<file path="src/design/sdc_pkg.sv">
// ----------------------------------------------------------------------------
// sdc_pkg: shared types, constants and functions of the calendar date block
// Holds the Gregorian limits, the command codes, the month-length rule and
// the result record of the shared compare-subtract unit.
// ----------------------------------------------------------------------------
package sdc_pkg;

    localparam logic [11:0] YEAR_FIRST    = 12'd1900;
    localparam logic [11:0] YEAR_LAST     = 12'd2099;
    localparam logic [11:0] YEAR_FALLBACK = 12'd2000;
    localparam logic [16:0] SERIAL_MAX    = 17'd73049;
    localparam int          REM_W         = 17;
    localparam int          LEN_W         = 9;

    typedef enum logic [1:0] {
        FUNC_READ   = 2'd0,
        FUNC_SERIAL = 2'd1,
        FUNC_LOAD   = 2'd2,
        FUNC_KEEP   = 2'd3
    } t_func;

    typedef struct packed {
        logic             fits;  // remainder is at most the length
        logic [REM_W-1:0] diff;  // remainder minus the length
    } t_csub_res;

    // Valid for 1900..2099 only: inside that span the one century year
    // that is not a leap year is 1900.
    function automatic logic is_leap(input logic [11:0] year);
        return (year[1:0] == 2'b00) && (year != YEAR_FIRST);
    endfunction

    function automatic logic [4:0] days_in_month(input logic [11:0] year,
                                                 input logic [3:0]  month);
        logic [4:0] len;
        unique case (month)
            4'd1, 4'd3, 4'd5, 4'd7, 4'd8, 4'd10, 4'd12: len = 5'd31;
            4'd4, 4'd6, 4'd9, 4'd11:                    len = 5'd30;
            4'd2:    len = is_leap(year) ? 5'd29 : 5'd28;
            default: len = 5'd0;
        endcase
        return len;
    endfunction

endpackage

</file>
<file path="src/design/serial_day_calendar_date.sv">
// ----------------------------------------------------------------------------
// serial_day_calendar_date: Gregorian date register for 1900 to 2099
// Keeps one date; reads it, loads it from a serial day number, or loads it
// from checked year, month and day fields.
// ----------------------------------------------------------------------------
// Usage:
//   An item is taken at a clock edge with start high and busy low. Every item
//   gives one result: the stored date after the operation, shown on
//   o_year_out, o_month_out and o_day_out for one cycle with o_valid high.
//   The receiver cannot hold results off.
//   Read and field loads answer in the cycle after the item is taken, and
//   busy stays low, so a new item may follow at once.
//   A serial day load walks one year per cycle from 1900 and then one month
//   per cycle through a single compare-subtract unit. Busy is high from
//   acceptance to the result, and the year walk sets the longest wait.
//   Busy drops in the result cycle, so the next item may be taken there.
//   Reset puts the date at 2000-01-01 with no result pending.
// ----------------------------------------------------------------------------
module serial_day_calendar_date
    import sdc_pkg::*;
(
    input  logic        i_clk,
    input  logic        i_rst_n,
    input  logic        start,
    output logic        busy,
    input  logic [1:0]  i_func,
    input  logic [17:0] i_serial_day,
    input  logic [15:0] i_year_in,
    input  logic [7:0]  i_month_in,
    input  logic [7:0]  i_day_in,
    output logic        o_valid,
    output logic [11:0] o_year_out,
    output logic [3:0]  o_month_out,
    output logic [4:0]  o_day_out
);

    typedef enum logic [1:0] {
        S_IDLE,
        S_YEAR,
        S_MONTH
    } t_state;

    t_state           r_state, n_state;
    logic [11:0]      r_year, n_year;
    logic [3:0]       r_month, n_month;
    logic [4:0]       r_day, n_day;
    logic [REM_W-1:0] r_rem, n_rem;
    logic             r_valid, n_valid;

    logic             accept;
    logic [15:0]      req_year;
    logic [7:0]       req_month;
    logic [7:0]       req_day;
    logic [11:0]      chk_year;
    logic [3:0]       chk_month;
    logic [4:0]       chk_day;
    logic [REM_W-1:0] clamp_rem;
    logic [LEN_W-1:0] unit_len;
    t_csub_res        unit_res;

    assign accept = start && !busy;
    assign busy   = (r_state != S_IDLE);

    // Field load: with the keep command a zero field takes the stored value.
    always_comb begin
        req_year  = i_year_in;
        req_month = i_month_in;
        req_day   = i_day_in;
        if (t_func'(i_func) == FUNC_KEEP) begin
            if (i_year_in == 16'd0) req_year = {4'd0, r_year};
            if (i_month_in == 8'd0) req_month = {4'd0, r_month};
            if (i_day_in == 8'd0) req_day = {3'd0, r_day};
        end
        if (req_year < {4'd0, YEAR_FIRST} || req_year > {4'd0, YEAR_LAST})
            chk_year = YEAR_FALLBACK;
        else
            chk_year = req_year[11:0];
        if (req_month < 8'd1 || req_month > 8'd12)
            chk_month = 4'd1;
        else
            chk_month = req_month[3:0];
        if (req_day < 8'd1 || req_day > {3'd0, days_in_month(chk_year, chk_month)})
            chk_day = 5'd1;
        else
            chk_day = req_day[4:0];
    end

    always_comb begin
        if ($signed(i_serial_day) < 18'sd1)
            clamp_rem = 17'd1;
        else if ($signed(i_serial_day) > $signed({1'b0, SERIAL_MAX}))
            clamp_rem = SERIAL_MAX;
        else
            clamp_rem = i_serial_day[16:0];
    end

    assign unit_len = (r_state == S_YEAR)
                    ? (is_leap(r_year) ? 9'd366 : 9'd365)
                    : {4'd0, days_in_month(r_year, r_month)};

    sdc_csub u_csub (
        .i_rem (r_rem),
        .i_len (unit_len),
        .o_res (unit_res)
    );

    always_comb begin
        n_state = r_state;
        n_year  = r_year;
        n_month = r_month;
        n_day   = r_day;
        n_rem   = r_rem;
        n_valid = 1'b0;
        unique case (r_state)
            S_IDLE: begin
                if (accept) begin
                    unique case (t_func'(i_func))
                        FUNC_READ: begin
                            n_valid = 1'b1;
                        end
                        FUNC_SERIAL: begin
                            n_year  = YEAR_FIRST;
                            n_month = 4'd1;
                            n_rem   = clamp_rem;
                            n_state = S_YEAR;
                        end
                        FUNC_LOAD, FUNC_KEEP: begin
                            n_year  = chk_year;
                            n_month = chk_month;
                            n_day   = chk_day;
                            n_valid = 1'b1;
                        end
                        default: n_valid = 1'b1;
                    endcase
                end
            end
            S_YEAR: begin
                if (unit_res.fits || r_year >= YEAR_LAST) begin
                    n_state = S_MONTH;
                end else begin
                    n_rem  = unit_res.diff;
                    n_year = r_year + 12'd1;
                end
            end
            S_MONTH: begin
                if (unit_res.fits || r_month >= 4'd12) begin
                    n_day   = r_rem[4:0];
                    n_valid = 1'b1;
                    n_state = S_IDLE;
                end else begin
                    n_rem   = unit_res.diff;
                    n_month = r_month + 4'd1;
                end
            end
            default: n_state = S_IDLE;
        endcase
    end

    always_ff @(posedge i_clk) begin
        if (!i_rst_n) begin
            r_state <= S_IDLE;
            r_year  <= YEAR_FALLBACK;
            r_month <= 4'd1;
            r_day   <= 5'd1;
            r_valid <= 1'b0;
        end else begin
            r_state <= n_state;
            r_year  <= n_year;
            r_month <= n_month;
            r_day   <= n_day;
            r_valid <= n_valid;
        end
        r_rem <= n_rem;
    end

    assign o_valid     = r_valid;
    assign o_year_out  = r_year;
    assign o_month_out = r_month;
    assign o_day_out   = r_day;

    a_no_result_while_busy: assert property (@(posedge i_clk) disable iff (!i_rst_n)
        busy |-> !o_valid)
        else $error("result strobe raised during a serial conversion");

    a_result_in_range: assert property (@(posedge i_clk) disable iff (!i_rst_n)
        o_valid |-> (o_year_out >= YEAR_FIRST) && (o_year_out <= YEAR_LAST)
                    && (o_month_out >= 4'd1) && (o_month_out <= 4'd12)
                    && (o_day_out >= 5'd1)
                    && (o_day_out <= days_in_month(o_year_out, o_month_out)))
        else $error("result date is not a valid calendar date");

    a_quick_result: assert property (@(posedge i_clk) disable iff (!i_rst_n)
        (accept && (t_func'(i_func) != FUNC_SERIAL)) |=> (o_valid && !busy))
        else $error("read or field load did not answer in the next cycle");

    a_serial_starts: assert property (@(posedge i_clk) disable iff (!i_rst_n)
        (accept && (t_func'(i_func) == FUNC_SERIAL)) |=> (r_state == S_YEAR))
        else $error("serial load did not start the year walk");

    a_month_walk_bound: assert property (@(posedge i_clk) disable iff (!i_rst_n)
        (r_state == S_MONTH) |-> (r_year <= YEAR_LAST) && (r_month >= 4'd1)
                                 && (r_month <= 4'd12))
        else $error("month walk left the calendar range");

endmodule

</file>
<file path="src/design/sdc_csub.sv">
// ----------------------------------------------------------------------------
// sdc_csub: shared compare-subtract unit
// Compares the running day remainder with a year or month length and gives
// the remainder with that length removed.
// ----------------------------------------------------------------------------
module sdc_csub
    import sdc_pkg::*;
(
    input  logic [REM_W-1:0] i_rem,
    input  logic [LEN_W-1:0] i_len,
    output t_csub_res        o_res
);

    logic [REM_W-1:0] len_ext;

    assign len_ext     = {{(REM_W-LEN_W){1'b0}}, i_len};
    assign o_res.fits  = (i_rem <= len_ext);
    assign o_res.diff  = i_rem - len_ext;

endmodule
</file>
<file path="config.mk">
export PLATFORM = sky130hd
export DESIGN_NAME = serial_day_calendar_date
export DESIGN_NICKNAME = d
export VERILOG_FILES = /design/src/design/sdc_pkg.sv /design/src/design/serial_day_calendar_date.sv /design/src/design/sdc_csub.sv
export SDC_FILE = /design/constraint.sdc
export NUM_CORES = 1
export LEC_CHECK = 0
export BUFFER_PORTS_ARGS = -buffer_cell sky130_fd_sc_hd__buf_2
export CORE_MARGIN = 4
export CORE_UTILIZATION = 56
export CTS_CLUSTER_DIAMETER = 200
export DETAILED_ROUTE_END_ITERATION = 8
export GPL_TIMING_DRIVEN = 0
export PLACE_DENSITY = 0.82
export SLEW_MARGIN = 20
export SYNTH_ARGS = -nofsm -noshare
export SYNTH_HDL_FRONTEND = slang
export SYNTH_SLANG_ARGS = --single-unit
</file>
<file path="constraint.sdc">
create_clock -name i_clk -period 7 [get_ports i_clk]
set_input_delay 0.35 -clock i_clk [delete_from_list [all_inputs] [get_ports i_clk]]
set_output_delay 0.35 -clock i_clk [all_outputs]
set_load 0.05 [all_outputs]
</file>
Word level (Yosys, flattened, before mapping)
Cells that the tools add are included.
{"block": "classes", "n_mux": 43, "n_eq_ne": 39, "order_cmp": 11, "reduce_logical": 31, "add_sub_neg": 3}
{"op": "17-bit 2-to-1 mux", "n": 6}
{"op": "17-bit one-hot mux with 3 select lines", "n": 1}
{"op": "12-bit one-hot mux with 2 select lines", "n": 2}
{"op": "4-bit equality test (second input constant)", "n": 10}
{"op": "12-bit 2-to-1 mux", "n": 3}
{"op": "4-bit by 3-bit equality test with 1-bit output (second input constant)", "n": 8}
{"op": "16-bit 2-to-1 mux", "n": 2}
{"op": "8-bit 2-to-1 mux", "n": 4}
{"op": "5-bit one-hot mux with 3 select lines", "n": 2}
{"op": "12-bit by 11-bit != test with 1-bit output (second input constant)", "n": 2}
{"op": "5-bit 2-to-1 mux", "n": 4}
{"op": "18-bit > comparator (second input constant)", "n": 1}
{"op": "18-bit by 2-bit less-than comparator with 1-bit output (second input constant)", "n": 1}
{"op": "17-bit by 9-bit less-or-equal comparator with 1-bit output", "n": 1}
{"op": "17-bit by 9-bit subtractor with 17-bit output", "n": 1}
{"op": "4-bit by 2-bit equality test with 1-bit output (second input constant)", "n": 4}
{"op": "16-bit by 12-bit > comparator with 1-bit output (second input constant)", "n": 1}
{"op": "16-bit logical NOT", "n": 1}
{"op": "8-bit logical NOT", "n": 2}
{"op": "16-bit by 11-bit less-than comparator with 1-bit output (second input constant)", "n": 1}
{"op": "8-bit by 1-bit less-than comparator with 1-bit output (second input constant)", "n": 2}
{"op": "4-bit one-hot mux with 2 select lines", "n": 2}
{"op": "4-bit AND reduction", "n": 4}
{"op": "7-bit OR reduction", "n": 2}
{"op": "29 further kinds", "n": 60}
{"block": "word_totals", "reg_bits": 41, "output_inout_bits": 23, "wordCells": 133, "input_bits": 55}

Longest topological paths before layout
Gate-level depths: netlist (run 1).
{"block": "depth", "ltp_word": 16, "ltp_mapped": 17, "ltp_nobuf": 15}

Cells and area by module
A second synthesis (run 1) with hierarchy kept.
{"block": "hier_totals", "hier_cells": 481, "area_unflattened_um2": 3788.6}
{"mod": "serial_day_calendar_date", "area_per_inst_um2": 3148.0, "cells_per_inst": 383, "instances": 1, "seq_area_each_um2": 991.0}
{"mod": "sdc_csub", "area_per_inst_um2": 640.6, "cells_per_inst": 98, "instances": 1, "seq_area_each_um2": 0.0}

Worst setup path after synthesis (run 1)
OpenSTA, ideal clock, no wires.
{"block": "synth_path", "path_kind": "reg2reg", "startpoint": "reg r_month[0], in the netlist o_month_out[0]", "endpoint": "reg r_rem[0] (enable)", "period_less_slack_ns": 6.076, "stages_incl_launch_ff": 16, "t_arrival_ns": 5.590, "setup_time_ns": 0.485, "n_path_buf": 0, "t_required_ns": 6.515, "slack_ns": 0.924, "cell_sequence": "dfxtp_1 inv_1 ha_1 nor2_1 o21ai_0 o21ai_0 nand2_1 nand2_1 ha_1 o211ai_1 a2111oi_0 a21boi_0 o21ai_0 nand2_1 a21oi_1 a2111oi_0"}
{"block": "synth_via", "elab_chain_cells": 8, "elab_cells_between_ends": 23, "cone_classes": "2 x order compare; 14 x eq/ne; 2 x mux; 5 x reduce/logical"}
{"item": "start, declared", "line": "serial_day_calendar_date.sv:45", "source": "logic [3:0] r_month, n_month;"}
{"item": "start signal, assigned", "line": "serial_day_calendar_date.sv:169", "source": "r_month <= n_month;"}
{"item": "4-bit by 1-bit equality test with 1-bit output (tied with other cells)", "line": "sdc_pkg.sv:36", "source": "unique case (month)"}
{"item": "7-bit OR reduction / 4-bit OR reduction (equally long branches)", "line": "sdc_pkg.sv:36"}
{"item": "5-bit one-hot mux with 3 select lines", "line": "sdc_pkg.sv:36"}
{"item": "9-bit 2-to-1 mux", "line": "serial_day_calendar_date.sv:98", "source": "? (is_leap(r_year) ? 9'd366 : 9'd365)"}
{"item": "17-bit by 9-bit less-or-equal comparator with 1-bit output", "line": "sdc_csub.sv:17", "source": "assign o_res.fits = (i_rem <= len_ext);"}
{"item": "1-bit logical OR, on equally long branches", "line": "serial_day_calendar_date.sv:146, serial_day_calendar_date.sv:138"}
{"item": "2-bit != test (no line)"}
{"item": "5-bit AND reduction (no line) *"}
{"item": "end signal, assigned", "line": "serial_day_calendar_date.sv:173", "source": "r_rem <= n_rem;"}
{"item": "end, declared", "line": "serial_day_calendar_date.sv:47", "source": "logic [REM_W-1:0] r_rem, n_rem;"}
Every way passes the cells marked *; elsewhere a longest branch is shown, timed or not.
A chain may end at the register's enable or synchronous reset.

Worst setup path after layout (run 1)
{"block": "layout_path", "startpoint": "reg r_year[4], in the netlist o_year_out[4]", "endpoint": "reg r_rem[14] (enable)"}
{"block": "layout_via", "elab_chain_cells": 9, "elab_cells_between_ends": 13, "cone_classes": "2 x order compare; 3 x eq/ne; 4 x mux; 4 x reduce/logical"}
{"item": "start, declared", "line": "serial_day_calendar_date.sv:44", "source": "logic [11:0] r_year, n_year;"}
{"item": "start signal, assigned", "line": "serial_day_calendar_date.sv:168", "source": "r_year <= n_year;"}
{"item": "12-bit by 11-bit != test with 1-bit output", "line": "sdc_pkg.sv:30", "source": "return (year[1:0] == 2'b00) && (year != YEAR_FIRST);"}
{"item": "1-bit logical AND", "line": "sdc_pkg.sv:30"}
{"item": "1-bit 2-to-1 mux", "line": "sdc_pkg.sv:39", "source": "4'd2: len = is_leap(year) ? 5'd29 : 5'd28;"}
{"item": "5-bit one-hot mux with 3 select lines", "line": "sdc_pkg.sv:36"}
{"item": "9-bit 2-to-1 mux", "line": "serial_day_calendar_date.sv:98"}
{"item": "17-bit by 9-bit less-or-equal comparator with 1-bit output", "line": "sdc_csub.sv:17"}
{"item": "1-bit logical OR, on equally long branches", "line": "serial_day_calendar_date.sv:146, serial_day_calendar_date.sv:138"}
{"item": "2-bit != test (no line)"}
{"item": "5-bit AND reduction (no line) *"}
Marked as above.

==> results of run 1 <==
through the flow:
stage	hold slack, ns	utilization	instance area [µm²]	total power, mW	setup WS [ns]
6_report	0.355	0.683	4440	1.45	2.43
5_1_grt	0.350	0.683	4440	1.55	2.14
4_1_cts	0.343	0.683	4440	1.45	2.61
3_5_place_dp	0.529	0.665	4320	1.24	2.65
3_3_place_gp	0.520	0.662	4300	1.21	-0.615
2_1_floorplan	0.491	-	3820	1.02	0.924
power by group:
| part | switching [mW] | internal [mW] |
|---|---|---|
| sequential | 0.0586 | 0.335 |
| combinational | 0.550 | 0.307 |
| clock | 0.0962 | 0.107 |
worst max-delay path, cell delays in order, from the launching register on:
cell and delay [ns]:
dfxtp_1 0.33, buf_2 0.18, or4_1 0.54, o31ai_1 0.41
or2_2 0.21, o21a_1 0.15, ha_1 0.25, nor2b_1 0.15
o31ai_1 0.54, a21boi_0 0.23, o21ai_0 0.37, nand2_1 0.16
a21oi_1 0.29, a2111oi_2 0.13, buf_2 0.23, buf_2 0.17
layer usage:
| metal | share of wire | GRT usage |
|---|---|---|
| met1 | 0.42 | 0.331 |
| met2 | 0.47 | 0.442 |
| met3 | 0.091 | 0.0467 |
| met4 | 0.019 | 0.0689 |
| met5 | 0 | 0 |
final cells by class:
type                    instances  area [µm²]  area share
well taps                      77        96.3      0.0217
multi-input cells             388        2630       0.592
clock buffers                   5        68.8      0.0155
plain buffers                  19        92.6      0.0209
flip-flops and latches         41         991       0.223
repair buffers                 80         400      0.0903
inverters                      30         113      0.0254
clock inverters                 3        46.3      0.0104
cells in the mapped netlist, drive strengths merged, types with 8 or more instances:
cell type,count
nand2,39
a21oi,34
o21ai,32
inv,30
nor2,27
dfxtp,24
ha,23
nor3,20
edfxtp,17
nand3,16
nor4,15
or4,15
clkbuf,14
a31oi,12
o21a,11
o31ai,10
o211ai,9
xnor2,9
a2111oi,8
flip-flops by register name, indices dropped and copies added, names as in the netlist:
register	count
r_rem	17
o_year_out	12
o_day_out	5
o_month_out	4
r_state	2
o_valid	1
worst max path at each step:
stage                              start   endpoint  slack [ns]  depth (start not counted)
after floorplan           o_month_out[0]   r_rem[0]        0.92                         15
after global placement        r_state[1]  r_rem[14]       -0.61                         13
after detailed placement      r_state[1]  r_rem[14]        2.65                         15
after CTS                  o_year_out[4]  r_rem[14]        2.61                         15
after global routing          r_state[1]  r_rem[14]        2.14                         15
final                      o_year_out[4]  r_rem[14]        2.43                         15
kinds of logic after synthesis:
| kind of cell | after synthesis | share of synthesized area |
|---|---|---|
| other | 1 | 0.000984 |
| adders and majority gates | 24 | 0.0808 |
| xor gates and xnor gates | 10 | 0.0230 |
| buffers and inverters | 49 | 0.0539 |
| muxes | 1 | 0.00296 |
| DFF | 41 | 0.260 |
| and+or+nand+nor | 174 | 0.253 |
| AOI/OAI and AO/OA | 176 | 0.326 |
==> results.cfg, run 1 <==
[power]
leakage_nw = 1.80
irDropWorstVdd_mv = 0.215
powerDensity_nw_per_um2 = 328

[synthesis]
synth.area.top_cells = edfxtp_1 13%, dfxtp_1 13%, ha_1 7.6%, a21oi_1 4.5%, o21ai_0 4.1%
ys.flop_type = dfxtp_1
yosysUniqueCellTypes = 79
synth_top_area_cell = edfxtp_1
yosys_warnings = 0
synthCells = 476
syn_area_um2 = 3810
async_flop_share = 0
ys_ff_latch = 41
synth_edf_count = 17
yosys.area.top_type_share = 0.134
ys_seq_area_frac = 0.260
syn_avg_cell_area_um2 = 8.00

[detailed_routing]
wl_per_cell_um = 17.1
vias_per_cell = 6.63
first_pass_iters = 5
vias = 4260
drt_first_iter_violations = 400
wl_mm = 11.0
ant_nets = 0
post-route-drc-count = 0

[die]
fp.dieW_um = 90.5
core_um2 = 6490
start_util = 0.587
fp-row-count = 29
fp.dieH_um = 90.5
io_pins = 78
die_area_um2 = 8190

[clock_network]
cts.htree.levels = 2
cts_hold_buf = 0
tritoncts = done
clkLatencyLatePin_ns = 0.30
numCtsBuffers = 5
cts.sinks = 41
post-cts-setup-buffer-count = 0
cts_resized = 0
clockBufferDepth = 2
root_buffer = clkbuf_8
path_clk_slew_ns = 0.09

[timing]
tns_ns = 0
finalCritPeriodShare = 0.653
hold_viol = 0
setup_viol = 0
worst_slew_pin_slew_ns = 0.689
period_needed_ns = 4.57
clock_skew_ns = 0.00622
rsz0062_at_grt = no
relSlewSlack = 0.534
final_max_slew_viol_count = 0
max_freq_ghz = 0.219

[finish]
nets = 644
drive_gt1_frac = 0.201
synthToLayoutAreaGrowth_pct = 16.4
final_cells = 643
num_antenna_cells = 0
fillCellCount = 568
final_cell_mix = 82 x buf_2, 38 x nand2_1, 34 x a21oi_1
final_common_cell = buf_2

[critical_path]
r2r_setup_slack_ns = 2.43
cp-start-kind = flop
worstSetupPathType = flop to flop
arrival_ns = 4.64
worstPathRequired_ns = 7.07
r2r-end = r_rem[14]
critPathMaxFanout = 10
rr_startpoint = o_year_out[4]
crit_path_end_kind = flop
reg2reg_depth = 15

[global_route]
grt_overflow = 0
grt_start_max_net_pins = 15
grt_pass1_wl_mm = 17.9
track_usage = 0.258
antenna_found_initial = 0
grt_pass1_vias = 3906

[placed_design]
io_buffers = 77
dp_cells = 635
gp_congestion = 0.951
hpwlAfterDp_mm = 8.44

[hold_path]
hold_depth = 3
min_from = i_rst_n
holdPathEnd = o_year_out[7]
hold_class = primary input to flop

[outcome]
status = finished, final reports clean

[job]
drv_cap = 0
Power figures use the tool's default switching activity.
==> run 2: changes to the inputs <==
--- a/config.mk
+++ b/config.mk
@@ -7,11 +7,11 @@
 export LEC_CHECK = 0
 export BUFFER_PORTS_ARGS = -buffer_cell sky130_fd_sc_hd__buf_2
 export CORE_MARGIN = 4
-export CORE_UTILIZATION = 56
+export CORE_UTILIZATION = 51
 export CTS_CLUSTER_DIAMETER = 200
 export DETAILED_ROUTE_END_ITERATION = 8
 export GPL_TIMING_DRIVEN = 0
-export PLACE_DENSITY = 0.82
+export PLACE_DENSITY = 0.79
 export SLEW_MARGIN = 20
 export SYNTH_ARGS = -nofsm -noshare
 export SYNTH_HDL_FRONTEND = slang
==> constraint.sdc (replaced) <==
create_clock -name i_clk -period 4 [get_ports i_clk]
set_input_delay 0.2 -clock i_clk [delete_from_list [all_inputs] [get_ports i_clk]]
set_output_delay 0.2 -clock i_clk [all_outputs]
set_load 0.05 [all_outputs]
==> results.cfg, run 2 (synthesis results as in run 1) <==
[critical_path]
critPathBufInv = 1
crit_slowest_cell = or4_4
r2r_setup_slack_ns = 0.17
path_delay_family = compound AO/OA/AOI/OAI gates
reg2reg_depth = 14
r2r-end = r_rem[14]
cp-start-kind = flop
critPathMaxFanout = 10
rr_startpoint = o_year_out[4]
crit_path_end_kind = flop
crit_start = o_year_out[4]
crit_chain = buf_2, or4_4, o31ai_4, o221ai_1, o21a_1, ha_1, fa_2, nor2b_1, o21ai_0, a21oi_1, o21ai_1, a21oi_2, nor3_1, a221o_1
worst_path_largest_cell_delay_ns = 0.57
arrival_ns = 3.88
worstPathRequired_ns = 4.04
worstSetupPathType = flop to flop

[placed_design]
io_buffers = 77
hpwlAfterDp_mm = 8.58
gp_congestion = 0.911

[outcome]
status = finished, final reports clean

[finish]
drive_gt1_frac = 0.230
multi_input_area_um2 = 2680
regMostFlops = r_rem
num_antenna_cells = 0
final_common_cell = buf_2
reg_top3 = r_rem (17), o_year_out (12), o_day_out (5)
final_cell_mix = 79 x buf_2, 38 x nand2_1, 32 x a21oi_1
largest_register_ff_count = 17
register_area_um2 = 993
synthToLayoutAreaGrowth_pct = 19.1
fillCellCount = 663
nets = 648

[die]
start_util = 0.525
core_um2 = 7250
fp-row-count = 31
fp.dieH_um = 94.4
die_area_um2 = 8920
fp.dieW_um = 94.4
io_pins = 78

[timing]
worst_slew_pin_slew_ns = 0.637
clock_skew_ns = 0.00798
hold_viol = 0
whs_ns = 0.205
final_max_slew_viol_count = 0
finalCritPeriodShare = 0.959
relSlewSlack = 0.571
setup_viol = 0
max_freq_ghz = 0.261
period_needed_ns = 3.83
tns_ns = 0

[global_route]
grt_pass1_wl_mm = 18.1
grt_overflow = 0
grt_pass1_vias = 3822
antenna_found_initial = 0
grt_start_max_net_pins = 13
track_usage = 0.249

[detailed_routing]
ant_nets = 0
wl_mm = 11.1
dr_wl_met2_mm = 5.27
highest_layer = met4
vias_per_cell = 6.33
dr_wl_met3_um = 924
post-route-drc-count = 0
wl_per_cell_um = 16.6
vias = 4238
drt_first_iter_violations = 333
first_pass_iters = 6
m1WireLength_mm = 4.75

[clock_network]
tritoncts = done
clockBufferDepth = 2
clkLatencyLatePin_ns = 0.30
cts.htree.levels = 2
root_buffer = clkbuf_8
cts_hold_buf = 0
numCtsBuffers = 5
path_clk_slew_ns = 0.08
cts.sinks = 41

[hold_path]
holdPathEnd = o_year_out[7]
hold_class = primary input to flop
min_from = i_rst_n
hold_depth = 3

[power]
irDropWorstVdd_mv = 0.379
leakage_nw = 1.83
powerDensity_nw_per_um2 = 570

[job]
drv_cap = 0
[run 2: changes by cell type in the layout (fill, tap and decap cells not counted), sizes merged]
cell	before	now
buf	85	90
bufinv	1	0
clkinv	1	2
clkinvlp	1	0
[run 2: tightest hold or removal path, stage by stage]
cell     delay, ns
buf_2         0.13
nand2_1       0.06
a211o_1       0.08
[run 2: layout make-up]
cell class,instances,share of cell area
multi-input cells,388,0.591
flip-flops and latches,41,0.219
repair buffers,85,0.0990
well taps,99,0.0273
inverters,30,0.0248
plain buffers,18,0.0204
clock buffers,6,0.0160
clock inverters,2,0.00221
[run 2: timing repair]
item / in CTS / in global routing
setup buffers: 2 / 5
resized for setup: 5 / 18
pin swaps: 2 / 4
endpoints found under the setup margin: 38 / 44
[run 2: worst max path at each step]
stage                      to  slack, ns  cells past startpoint
global placement     r_rem[7]      -0.51                     13
detailed placement  r_rem[14]      -0.40                     14
floorplan            r_rem[0]      0.005                     15
finish              r_rem[14]       0.17                     14
CTS                 r_rem[14]       0.02                     14
global route         r_rem[4]      -0.09                     15
[run 2: layer usage]
| layer | global-route usage | vias up |
|---|---|---|
| li1 | - | 2037 |
| met1 | 0.340 | 1975 |
| met2 | 0.412 | 209 |
| met3 | 0.0359 | 17 |
| met4 | 0.0662 | 0 |
| met5 | 0 | - |
[run 2: report_power, final]
group          switching (mW)  internal (mW)  total [mW]  leakage (nW)
clock network           0.148          0.121       0.269        0.0450
registers               0.112          0.588       0.700         0.360
logic                    1.00          0.614        1.62          1.42
total                    1.26           1.32        2.59          1.83
[run 2: stage by stage]
step	instances	power, mW	util	cell area (µm²)	worst slack [ns]
after global placement	654	2.12	0.599	4350	-0.508
after global routing	669	2.77	0.626	4540	-0.0945
after floorplan	478	1.78	-	3840	0.00517
final	669	2.59	0.626	4540	0.166
after CTS	665	2.48	0.616	4470	0.0201
after detailed placement	655	2.16	0.601	4360	-0.396
==> run 3: changes to the inputs <==
--- a/config.mk
+++ b/config.mk
@@ -6,12 +6,14 @@
 export NUM_CORES = 1
 export LEC_CHECK = 0
 export BUFFER_PORTS_ARGS = -buffer_cell sky130_fd_sc_hd__buf_2
+export CELL_PAD_IN_SITES_DETAIL_PLACEMENT = 1
+export CELL_PAD_IN_SITES_GLOBAL_PLACEMENT = 1
 export CORE_MARGIN = 4
-export CORE_UTILIZATION = 51
+export CORE_UTILIZATION = 37
 export CTS_CLUSTER_DIAMETER = 200
 export DETAILED_ROUTE_END_ITERATION = 8
 export GPL_TIMING_DRIVEN = 0
-export PLACE_DENSITY = 0.79
+export PLACE_DENSITY = 0.78
 export SLEW_MARGIN = 20
 export SYNTH_ARGS = -nofsm -noshare
 export SYNTH_HDL_FRONTEND = slang
==> results.cfg, run 3 (synthesis results as in run 1) <==
[power]
p_clk_frac = 0.111
powerDensity_nw_per_um2 = 581
p_comb_frac = 0.626
power.switching_mw = 1.34
total_power_mw = 2.66
intPower_mw = 1.33
p_sw_frac = 0.501
irDropWorstVdd_mv = 0.329
leakage_nw = 1.83
seqPwrFrac = 0.263

[clock_network]
cts.sinks = 41
path_clk_slew_ns = 0.10
cts_hold_buf = 0
root_buffer = clkbuf_8
numCtsBuffers = 5
cts.htree.levels = 2
clkLatencyLatePin_ns = 0.31
tritoncts = done
clockBufferDepth = 2

[die]
fp-row-count = 36
core_um2 = 9910
fp.dieH_um = 109
io_pins = 78
fp.dieW_um = 109
die_area_um2 = 12000
start_util = 0.384

[placed_design]
gp_congestion = 0.843
io_buffers = 77
placed_area_um2 = 4400
hpwlAfterDp_mm = 10.5
dp_cells = 689
pre_cts_ws_ns = -0.547

[global_route]
grt_overflow = 0
grt_start_max_net_pins = 15
antenna_found_initial = 0
grt_pass1_vias = 4295
track_usage = 0.223
grt_pass1_wl_mm = 21.4

[timing]
max_freq_ghz = 0.262
fin_ws_ns = 0.182
period_needed_ns = 3.82
worst_slew_pin_slew_ns = 0.695
relSlewSlack = 0.524
final_max_slew_viol_count = 0
setup_viol = 0
finalCritPeriodShare = 0.955
clock_skew_ns = 0.0121
hold_viol = 0

[critical_path]
crit_path_end_kind = flop
cp-start-kind = flop
crit_chain = buf_2, or4_4, o31ai_4, o221ai_1, o21a_1, ha_1, fa_1, nor2b_1, o21ai_0, a21oi_1, o21ai_1, a21oi_2, nor3_1, a221o_1
r2r_setup_slack_ns = 0.18
arrival_ns = 3.89
worstPathRequired_ns = 4.07
worst_path_largest_cell_delay_ns = 0.56
critPathMaxFanout = 10
crit_slowest_cell = or4_4
worstSetupPathType = flop to flop

[finish]
final_cell_mix = 79 x buf_2, 38 x nand2_1, 33 x a21oi_1
num_antenna_cells = 0
synthToLayoutAreaGrowth_pct = 20.3
fin_area_um2 = 4580
nets = 647
drive_gt1_frac = 0.228
final_cells = 702
regMostFlops = r_rem
largest_register_ff_count = 17
reg_top3 = r_rem (17), o_year_out (12), o_day_out (5)
final_common_cell = buf_2

[hold_path]
hold_class = primary input to flop

[detailed_routing]
ant_nets = 0
vias = 4234
wl_mm = 13.3
first_pass_iters = 4
vias_per_cell = 6.03
drt_first_iter_violations = 175
wl_per_cell_um = 19.0
post-route-drc-count = 0

[outcome]
status = finished, final reports clean

[job]
drv_cap = 0
run 3: worst paths after layout:
check,from,to,cells after the start
setup / recovery,o_year_out[4],r_rem[14],14
hold / removal,i_serial_day[13],r_rem[13],2
setup reg to reg,o_year_out[4],r_rem[14],14
hold reg to reg,o_month_out[0],o_month_out[0],2
run 3: metal layers:
metal  routed length (µm)  GRT usage  up-vias  share of wire
met5                    0          0        -              0
met4                  159     0.0499        0          0.012
met3                  699     0.0382       17          0.052
met2                 6410      0.388      127           0.48
met1                 6050      0.288     2068           0.45
li1                     -          -     2022              -
run 3: power groups by stage:
stage	combinational, mW	sequential, mW	clock [mW]
6_report	1.67	0.702	0.294
5_1_grt	1.83	0.716	0.324
4_1_cts	1.59	0.697	0.301
3_5_place_dp	1.52	0.707	0
3_3_place_gp	1.47	0.699	0
2_1_floorplan	0.986	0.798	0
run 3: cell type report:
| class | instances | area [µm²] |
|---|---|---|
| Timing Repair Buffer | 83 | 434 |
| Multi-Input combinational cell | 388 | 2690 |
| Buffer | 19 | 97.6 |
| Fill cell | 1259 | 5330 |
| Tap cell | 133 | 166 |
| Clock buffer | 5 | 68.8 |
| Clock inverter | 3 | 21.3 |
| Inverter | 30 | 113 |
| Sequential cell | 41 | 993 |
run 3: timing repair:
item,4_1_cts,5_1_grt
setup buffers,3,2
pin swaps,3,3
resized for setup,6,18
endpoints found under the setup margin,48,45
run 3: through the flow:
stage          hold WS [ns]  utilization  setup TNS, ns
3_3_place_gp          0.516        0.443         -16.08
2_1_floorplan         0.341            -              0
4_1_cts               0.197        0.457              0
5_1_grt               0.199        0.463        -0.0538
3_5_place_dp          0.518        0.444         -15.41
6_report              0.198        0.463              0
run 3: critical path, delay by kind of cell, from the launching register on:
family	cells	cell delay [ns]
AOI/OAI and AO/OA	8	1.62
and+or+nand+nor	3	0.78
buffers and inverters	1	0.19
adders and majority gates	2	0.66
DFF	1	0.33
